==> src/hdl/brpd_pkg.sv <==
// ----------------------------------------------------------------------------
// brpd_pkg
// Shared types and constants of the BMP RLE8/RLE4 palette decoder.
// ----------------------------------------------------------------------------
package brpd_pkg;

  localparam int unsigned DEFAULT_PALETTE_DEPTH = 256;

  localparam int unsigned CFG_IDX_W   = 2;
  localparam int unsigned CFG_DATA_W  = 13;
  localparam int unsigned OP_W        = 2;
  localparam int unsigned IN_TDATA_W  = 48;
  localparam int unsigned OUT_TDATA_W = 168;
  localparam int unsigned COLOR_W     = 24;

  localparam logic [CFG_IDX_W-1:0] CFG_IMAGE_WIDTH  = 2'd0;
  localparam logic [CFG_IDX_W-1:0] CFG_IMAGE_HEIGHT = 2'd1;
  localparam logic [CFG_IDX_W-1:0] CFG_NIBBLE_MODE  = 2'd2;

  localparam logic [7:0] ESC_END_OF_LINE   = 8'h00;
  localparam logic [7:0] ESC_END_OF_BITMAP = 8'h01;
  localparam logic [7:0] ESC_DELTA         = 8'h02;

  localparam logic [7:0] ALPHA_OPAQUE = 8'hff;
  localparam logic [3:0] NIBBLE_MASK  = 4'hf;

  typedef enum logic [OP_W-1:0] {
    OP_LOAD   = 2'd0,
    OP_START  = 2'd1,
    OP_DECODE = 2'd2
  } op_e;

  typedef enum logic [1:0] {
    PH_NORMAL = 2'd0,
    PH_DELTA  = 2'd1,
    PH_ABS    = 2'd2,
    PH_END    = 2'd3
  } phase_e;

  typedef enum logic [1:0] {
    ST_IDLE,
    ST_LOOKUP,
    ST_FILL,
    ST_EMIT
  } state_e;

  typedef struct packed {
    logic [OP_W-1:0]    operation;
    logic [7:0]         first_byte;
    logic [7:0]         second_byte;
    logic [7:0]         palette_index;
    logic [COLOR_W-1:0] palette_color;
  } in_item_t;

  typedef struct packed {
    logic               wr_en;
    logic [7:0]         wr_idx;
    logic [COLOR_W-1:0] wr_color;
    logic               rd_en;
    logic [7:0]         rd_idx;
  } pal_req_t;

  typedef struct packed {
    logic [15:0]      out_row;
    logic [15:0]      out_column;
    logic [3:0][31:0] pixel;
    logic [3:0]       pixel_mask;
    logic             last_of_run;
  } grp_t;

endpackage

==> src/hdl/brpd_seq.sv <==
// ----------------------------------------------------------------------------
// brpd_seq
// Code pair sequencer: position state, palette lookups and group expansion.
// ----------------------------------------------------------------------------
module brpd_seq (
  input  logic                              clk_i,
  input  logic                              rst_ni,
  input  logic                              cfg_we_i,
  input  logic [brpd_pkg::CFG_IDX_W-1:0]    cfg_idx_i,
  input  logic [brpd_pkg::CFG_DATA_W-1:0]   cfg_data_i,
  input  logic                              in_valid_i,
  output logic                              in_ready_o,
  input  brpd_pkg::in_item_t                in_item_i,
  output brpd_pkg::pal_req_t                pal_req_o,
  input  logic [brpd_pkg::COLOR_W-1:0]      pal_color_i,
  output logic                              grp_valid_o,
  input  logic                              grp_ready_i,
  output brpd_pkg::grp_t                    grp_o
);
  import brpd_pkg::*;

  function automatic logic [15:0] sat16(input logic [16:0] v);
    sat16 = v[16] ? 16'hffff : v[15:0];
  endfunction

  state_e state_q, state_d;
  phase_e phase_q, phase_d;

  logic [CFG_DATA_W-1:0] width_q, height_q;
  logic                  nibble_q;
  logic [15:0]           col_q, col_d;
  logic [15:0]           row_q, row_d;
  logic [7:0]            abs_left_q, abs_left_d;
  logic [3:0][7:0]       idx_q, idx_d;
  logic [1:0]            lk_cnt_q, lk_cnt_d;
  logic [1:0]            lk_last_q, lk_last_d;
  logic [7:0]            rem_q, rem_d;
  logic [16:0]           grp_col_q, grp_col_d;
  logic                  run_q, run_d;
  logic                  rd_v_q;
  logic [1:0]            rd_slot_q;
  logic [3:0][COLOR_W-1:0] color_q;

  logic        accept;
  logic        is_decode;
  logic        work_go;
  logic [2:0]  per_pair;
  logic [2:0]  n_abs;
  logic [7:0]  col_add;
  logic [7:0]  row_add;
  logic [16:0] col_sum;
  logic [16:0] row_sum;
  logic [7:0]  b0, b1;
  logic [2:0]  grp_n;
  logic        grp_last;
  logic        grp_fire;

  assign b0        = in_item_i.first_byte;
  assign b1        = in_item_i.second_byte;
  assign accept    = in_valid_i && in_ready_o;
  assign is_decode = in_item_i.operation == OP_DECODE;
  assign per_pair  = nibble_q ? 3'd4 : 3'd2;
  assign n_abs     = (abs_left_q < {5'd0, per_pair}) ? abs_left_q[2:0] : per_pair;
  assign work_go   = is_decode &&
                     (((phase_q == PH_ABS) && (n_abs != 3'd0)) ||
                      ((phase_q == PH_NORMAL) && (b0 != 8'd0)));

  assign col_add = (phase_q == PH_ABS) ? {5'd0, n_abs} : b0;
  assign row_add = (phase_q == PH_DELTA) ? b1 : 8'd1;
  assign col_sum = {1'b0, col_q} + {9'd0, col_add};
  assign row_sum = {1'b0, row_q} + {9'd0, row_add};

  assign grp_n    = (rem_q >= 8'd4) ? 3'd4 : rem_q[2:0];
  assign grp_last = rem_q <= 8'd4;
  assign grp_fire = grp_valid_o && grp_ready_i;

  always_comb begin
    state_d = state_q;
    case (state_q)
      ST_IDLE: begin
        if (accept && work_go) begin
          state_d = ST_LOOKUP;
        end
      end
      ST_LOOKUP: begin
        if (lk_cnt_q == lk_last_q) begin
          state_d = ST_FILL;
        end
      end
      ST_FILL: begin
        state_d = ST_EMIT;
      end
      ST_EMIT: begin
        if (grp_fire && grp_last) begin
          state_d = ST_IDLE;
        end
      end
      default: begin
        state_d = ST_IDLE;
      end
    endcase
  end

  always_comb begin
    in_ready_o         = state_q == ST_IDLE;
    grp_valid_o        = state_q == ST_EMIT;
    pal_req_o.wr_en    = accept && (in_item_i.operation == OP_LOAD);
    pal_req_o.wr_idx   = in_item_i.palette_index;
    pal_req_o.wr_color = in_item_i.palette_color;
    pal_req_o.rd_en    = state_q == ST_LOOKUP;
    pal_req_o.rd_idx   = idx_q[lk_cnt_q];
  end

  always_comb begin
    phase_d    = phase_q;
    col_d      = col_q;
    row_d      = row_q;
    abs_left_d = abs_left_q;
    idx_d      = idx_q;
    lk_cnt_d   = lk_cnt_q;
    lk_last_d  = lk_last_q;
    rem_d      = rem_q;
    grp_col_d  = grp_col_q;
    run_d      = run_q;
    if (accept) begin
      lk_cnt_d  = 2'd0;
      grp_col_d = {1'b0, col_q};
      case (in_item_i.operation)
        OP_START: begin
          col_d      = '0;
          row_d      = '0;
          phase_d    = PH_NORMAL;
          abs_left_d = '0;
        end
        OP_DECODE: begin
          case (phase_q)
            PH_DELTA: begin
              col_d   = sat16(col_sum);
              row_d   = sat16(row_sum);
              phase_d = PH_NORMAL;
            end
            PH_ABS: begin
              if (n_abs == 3'd0) begin
                phase_d = PH_NORMAL;
              end else begin
                col_d      = sat16(col_sum);
                abs_left_d = abs_left_q - {5'd0, n_abs};
                if (abs_left_q == {5'd0, n_abs}) begin
                  phase_d = PH_NORMAL;
                end
                rem_d = {5'd0, n_abs};
                run_d = 1'b0;
                if (nibble_q) begin
                  idx_d     = {{4'd0, b1[3:0]}, {4'd0, b1[7:4]},
                               {4'd0, b0[3:0]}, {4'd0, b0[7:4]}};
                  lk_last_d = 2'd3;
                end else begin
                  idx_d     = {8'd0, 8'd0, b1, b0};
                  lk_last_d = 2'd1;
                end
              end
            end
            PH_NORMAL: begin
              if (b0 == 8'd0) begin
                case (b1)
                  ESC_END_OF_LINE: begin
                    col_d = '0;
                    row_d = sat16(row_sum);
                  end
                  ESC_END_OF_BITMAP: begin
                    phase_d = PH_END;
                  end
                  ESC_DELTA: begin
                    phase_d = PH_DELTA;
                  end
                  default: begin
                    abs_left_d = b1;
                    phase_d    = PH_ABS;
                  end
                endcase
              end else begin
                col_d = sat16(col_sum);
                rem_d = b0;
                run_d = 1'b1;
                if (nibble_q) begin
                  idx_d     = {8'd0, 8'd0, {4'd0, b1[3:0]}, {4'd0, b1[7:4]}};
                  lk_last_d = 2'd1;
                end else begin
                  idx_d     = {8'd0, 8'd0, 8'd0, b1};
                  lk_last_d = 2'd0;
                end
              end
            end
            default: begin
              phase_d = phase_q;
            end
          endcase
        end
        default: begin
          phase_d = phase_q;
        end
      endcase
    end else if (state_q == ST_LOOKUP) begin
      lk_cnt_d = lk_cnt_q + 2'd1;
    end else if (grp_fire) begin
      rem_d     = rem_q - {5'd0, grp_n};
      grp_col_d = grp_col_q + 17'd4;
    end
  end

  always_ff @(posedge clk_i or negedge rst_ni) begin
    if (!rst_ni) begin
      state_q    <= ST_IDLE;
      phase_q    <= PH_NORMAL;
      col_q      <= '0;
      row_q      <= '0;
      abs_left_q <= '0;
      width_q    <= CFG_DATA_W'(1);
      height_q   <= CFG_DATA_W'(1);
      nibble_q   <= 1'b0;
      rd_v_q     <= 1'b0;
      lk_cnt_q   <= '0;
      lk_last_q  <= '0;
      rem_q      <= '0;
    end else begin
      state_q    <= state_d;
      phase_q    <= phase_d;
      col_q      <= col_d;
      row_q      <= row_d;
      abs_left_q <= abs_left_d;
      rd_v_q     <= state_q == ST_LOOKUP;
      lk_cnt_q   <= lk_cnt_d;
      lk_last_q  <= lk_last_d;
      rem_q      <= rem_d;
      if (cfg_we_i) begin
        case (cfg_idx_i)
          CFG_IMAGE_WIDTH:  width_q  <= cfg_data_i;
          CFG_IMAGE_HEIGHT: height_q <= cfg_data_i;
          CFG_NIBBLE_MODE:  nibble_q <= cfg_data_i[0];
          default:          nibble_q <= nibble_q;
        endcase
      end
    end
  end

  always_ff @(posedge clk_i) begin
    idx_q     <= idx_d;
    grp_col_q <= grp_col_d;
    run_q     <= run_d;
    rd_slot_q <= lk_cnt_q;
    if (rd_v_q) begin
      color_q[rd_slot_q] <= pal_color_i;
    end
  end

  always_comb begin
    logic [17:0] pix_col;
    logic [1:0]  sel;
    logic        present;
    grp_o.out_row     = row_q;
    grp_o.out_column  = sat16(grp_col_q);
    grp_o.last_of_run = grp_last;
    for (int i = 0; i < 4; i++) begin
      pix_col = {1'b0, grp_col_q} + 18'(i);
      present = (3'(i) < grp_n) && (pix_col < {5'd0, width_q}) &&
                (row_q < {3'd0, height_q});
      if (!run_q) begin
        sel = 2'(i);
      end else if (nibble_q) begin
        sel = {1'b0, 1'(i)};
      end else begin
        sel = 2'd0;
      end
      grp_o.pixel_mask[i] = present;
      grp_o.pixel[i]      = present ? {ALPHA_OPAQUE, color_q[sel]} : '0;
    end
  end

endmodule

==> config.mk <==
export PLATFORM = sky130hd
export DESIGN_NAME = brpd_seq
export DESIGN_NICKNAME = d
export VERILOG_FILES = /design/src/hdl/brpd_pkg.sv /design/src/hdl/brpd_seq.sv
export SDC_FILE = /design/constraint.sdc
export NUM_CORES = 1
export LEC_CHECK = 0
export ABC_AREA = 1
export BUFFER_PORTS_ARGS = -buffer_cell sky130_fd_sc_hd__buf_2
export CAP_MARGIN = 40
export CELL_PAD_IN_SITES_DETAIL_PLACEMENT = 0
export CELL_PAD_IN_SITES_GLOBAL_PLACEMENT = 1
export CORE_MARGIN = 5
export CORE_UTILIZATION = 41
export CTS_BUF_LIST = sky130_fd_sc_hd__clkbuf_16
export DETAILED_ROUTE_END_ITERATION = 8
export PLACE_DENSITY_LB_ADDON = 0.3
export SETUP_SLACK_MARGIN = 0.2
export SLEW_MARGIN = 20
export SYNTH_ARGS = -nofsm -noshare
export SYNTH_HDL_FRONTEND = slang
export SYNTH_SLANG_ARGS = --single-unit
==> constraint.sdc <==
create_clock -name clk_i -period 4.4 [get_ports clk_i]
set_clock_uncertainty 0.05 [all_clocks]
set_input_delay 0.88 -clock clk_i [delete_from_list [all_inputs] [get_ports clk_i]]
set_output_delay 0.88 -clock clk_i [all_outputs]
set_load 0.05 [all_outputs]
==> metrics.cfg <==
[outcome]
status = finished with violations
violations = setup timing

[timing]
setup_viol = 2
maxSlewHeadroom_pct = 51.4
hold_ws_ns = 0.208
drv_slew = 0
report.final.hold_viol_count = 0
grt_setup_unrepaired = true
setup_tns_ns = -0.0322
setup_ws_ns = -0.0185
fin_crit_ns = 4.42
finalCritPeriodShare_pct = 100
worstMarginPinSlew_ns = 0.729
fmax_ghz = 0.226

[critical_path]
critical_path.top_delay_family = simple AND/OR/NAND/NOR gates
start_kind = flop
r2r_end = col_q[4]$_DFFE_PN0P_
crit_chain = buf_6, ha_4, nand2_2, nor2_4, nand2_2, xor2_1, inv_1, ha_1, nand2_2, nor2_1, nor3_1, o211ai_1, nand2_1, nand2_2, nand2_2, nand3_4, buf_6, buf_16, nor2_2, buf_4
r2r-start = nibble_q$_DFFE_PN0P_
crit_top_cell = nand2_2
cp_max_fo = 13
reg2reg_setup_slack_ns = 0.57
reg2reg_depth = 19
arrival_ns = 3.49
worstPathRequired_ns = 3.47
cp_slowest_stage_delay_ns = 0.48
slowest_stage = edfxtp_1
critPathKind = flop to output pin
worst_setup_path_end_kind = output pin
critPathBufInv = 5

[final_layout]
n_fill_cell = 3455
area_growth_pct = 23.9
final_layout_size_suffix_gt1_share_pct = 22.6
stdcell_area_sq_um = 18300
finalNetCount = 2308

[synth]
ys_types = 47
ys_warn_count = 0
synth-seq-cells = 224
syn_area_per_cell_sq_um = 7.84
synth_top_area_share_pct = 27.8
yosysMostFrequentCell = nand2_1
synth_common_cells = 451 x nand2_1, 246 x inv_1, 210 x nor2_1
synth-async-reset-ratio_pct = 37.5
yosysTopAreaCell = edfxtp_1
syn_area_sq_um = 14800
ys_dominant_reg_cell = edfxtp_1
ys_seq_area_share_pct = 42.4
netlist_instances = 1888
synth_edf_count = 137
synth_area_leaders = edfxtp_1 28%, dfrtp_1 14%, nand2_1 11%

[clocking]
cts_sinks = 224
clk-insertion-delay-late_ns = 0.55
hold_buffers = 0
cts_buffers = 25
cts_tree = done
clock-root-buffer = clkbuf_16
htree_levels = 1
clk_pin_slew_worst_paths_ns = 0.06
cts_buffer_depth = 3

[global_route]
grt_max_degree = 97
antenna_found_initial = 2
grt-ovfl-total = 0
track_usage_pct = 22.2
gr-usage-met2_pct = 38.6
use_met1_pct = 29.6
grt_pass1_wl_mm = 70.6
met3_usage_pct = 2.50
grt.busiest_layer = met2
grt_pass1_vias = 12740

[floorplan]
die_area_sq_um = 40000
ios = 303
row_count = 69
core-area_sq_um = 35600
initial_core_util_pct = 41.6
dieHeight_um = 200
die_w_um = 200

[pwr]
power_leakage_nw = 8.89
internal_power_mw = 5.66
pwr-share-seq_pct = 28.7
switchingPower_mw = 5.09
p_per_area_nw_per_um2 = 586
switching_share_pct = 47.3
vdd_drop_max_uv = 546
clockPowerShare_pct = 19.2
power_frac_comb_pct = 52.1

[place]
dpl_worst_slack_ns = 0.0488
hpwl_mm = 34.2
gp_congestion = 0.926
port-buffer-count = 238
place_area_sq_um = 16100

[drt]
dr.pass1.iters = 7
antenna_left = 0
drt_iter0_markers = 801
wl_per_cell_um = 17.8
drc_errors = 0
vias = 13214
avgViaCountPerCell = 5.08
drt-total-wl_mm = 46.4

[min_path]
hp-class = input pin to asynchronous set/reset pin

[job]
cap_viol_max_count = 0

-- registers in the layout, indices dropped and copies added, names as in the netlist --
| register | count |
|---|---|
| abs_left_q | 8 |
| col_q | 16 |
| color_q | 96 |
| grp_col_q | 17 |
| height_q | 13 |
| idx_q | 24 |
| lk_cnt_q | 2 |
| lk_last_q | 2 |
| nibble_q | 1 |
| phase_q | 2 |
| rd_slot_q | 2 |
| rd_v_q | 1 |
| rem_q | 8 |
| row_q | 16 |
| run_q | 1 |
| state_q | 2 |
| width_q | 13 |
-- placed cells by master, fill, tap and decap left out, types with 39 or more instances in the layout --
master | netlist | final
inv_1 | 246 | 246
buf_4 | 70 | 96
edfxtp_1 | 137 | 137
nor2_2 | 24 | 40
xor2_1 | 41 | 39
nand3_1 | 83 | 82
nor2_1 | 210 | 170
buf_2 | 4 | 138
dfrtp_1 | 82 | 82
nand2_1 | 451 | 437
a21oi_1 | 60 | 59
ha_1 | 94 | 88
buf_6 | 6 | 67
o21ai_0 | 209 | 204
-- per-layer routing --
metal  part of all wire, %  wire length [um]  vias up
met5                 0.028                13        -
met4                   2.1               975        2
met3                   5.5              2550       69
met2                    49             22900      359
met1                    43             19900     6213
li1                      -                 -     6571
-- power by group through the flow --
stage | combinational, mW | clock (mW) | sequential (mW)
after floorplan | 3.80 | 0 | 3.09
after global placement | 5.01 | 0 | 3.12
after detailed placement | 5.06 | 0 | 3.13
after CTS | 5.48 | 2.10 | 3.08
after global routing | 6.18 | 2.18 | 3.13
final | 5.60 | 2.06 | 3.08
-- metrics by stage --
step           utilization (%)  power (mW)  std cells
2_1_floorplan                -        6.89       1889
3_3_place_gp              45.2        8.13       2503
3_5_place_dp              45.3        8.20       2504
4_1_cts                   50.6        10.7       2584
5_1_grt                   51.6        11.5       2598
6_report                  51.6        10.7       2599
-- cell families (layout without fill, tap and decap cells) --
group / count (synthesis) / count (layout) / synth area share (%)
flip-flops: 224 / 224 / 42.4
AND/OR/NAND/NOR: 838 / 838 / 23.8
XOR/XNOR: 47 / 47 / 2.78
buffers and inverters: 367 / 614 / 11.4
adder cells (fa/ha/maj): 97 / 97 / 8.35
other: 1 / 4 / 0.0253
AO/OA/AOI/OAI: 314 / 314 / 11.2
-- how the worst max path moves through the flow --
stage,to,startpoint,slack [ns],cells after the start
5_1_grt,grp_o[108],grp_col_q[1]$_DFFE_PP_,-0.14,20
3_5_place_dp,grp_o[71],grp_col_q[2]$_DFFE_PP_,0.05,17
6_report,grp_o[107],grp_col_q[2]$_DFFE_PP_,-0.02,20
2_1_floorplan,grp_o[125],grp_col_q[0]$_DFFE_PP_,0.28,20
4_1_cts,grp_o[58],grp_col_q[2]$_DFFE_PP_,0.01,19
3_3_place_gp,grp_o[72],grp_col_q[2]$_DFFE_PP_,0.13,17
-- area by class of cell --
type                            count  area, sq um  area share [%]
Clock inverter                     21          174           0.948
Tap cell                          461          577            3.14
Sequential cell                   224         6280            34.2
Antenna cell                        2         5.00          0.0273
Timing Repair inverter              1         7.51          0.0409
Clock buffer                       25          626            3.41
Inverter                          250          946            5.16
Multi-Input combinational cell   1298         7230            39.4
Timing Repair Buffer              317         2500            13.6
-- repair_timing --
item                       in CTS  in global routing
setup endpoints to repair      99                108
pin swaps                       5                  5
gates resized for setup       252                 46
cloned                          4                  1
buffers inserted               30                 11
Note: power is estimated with default switching activity, not from simulation.
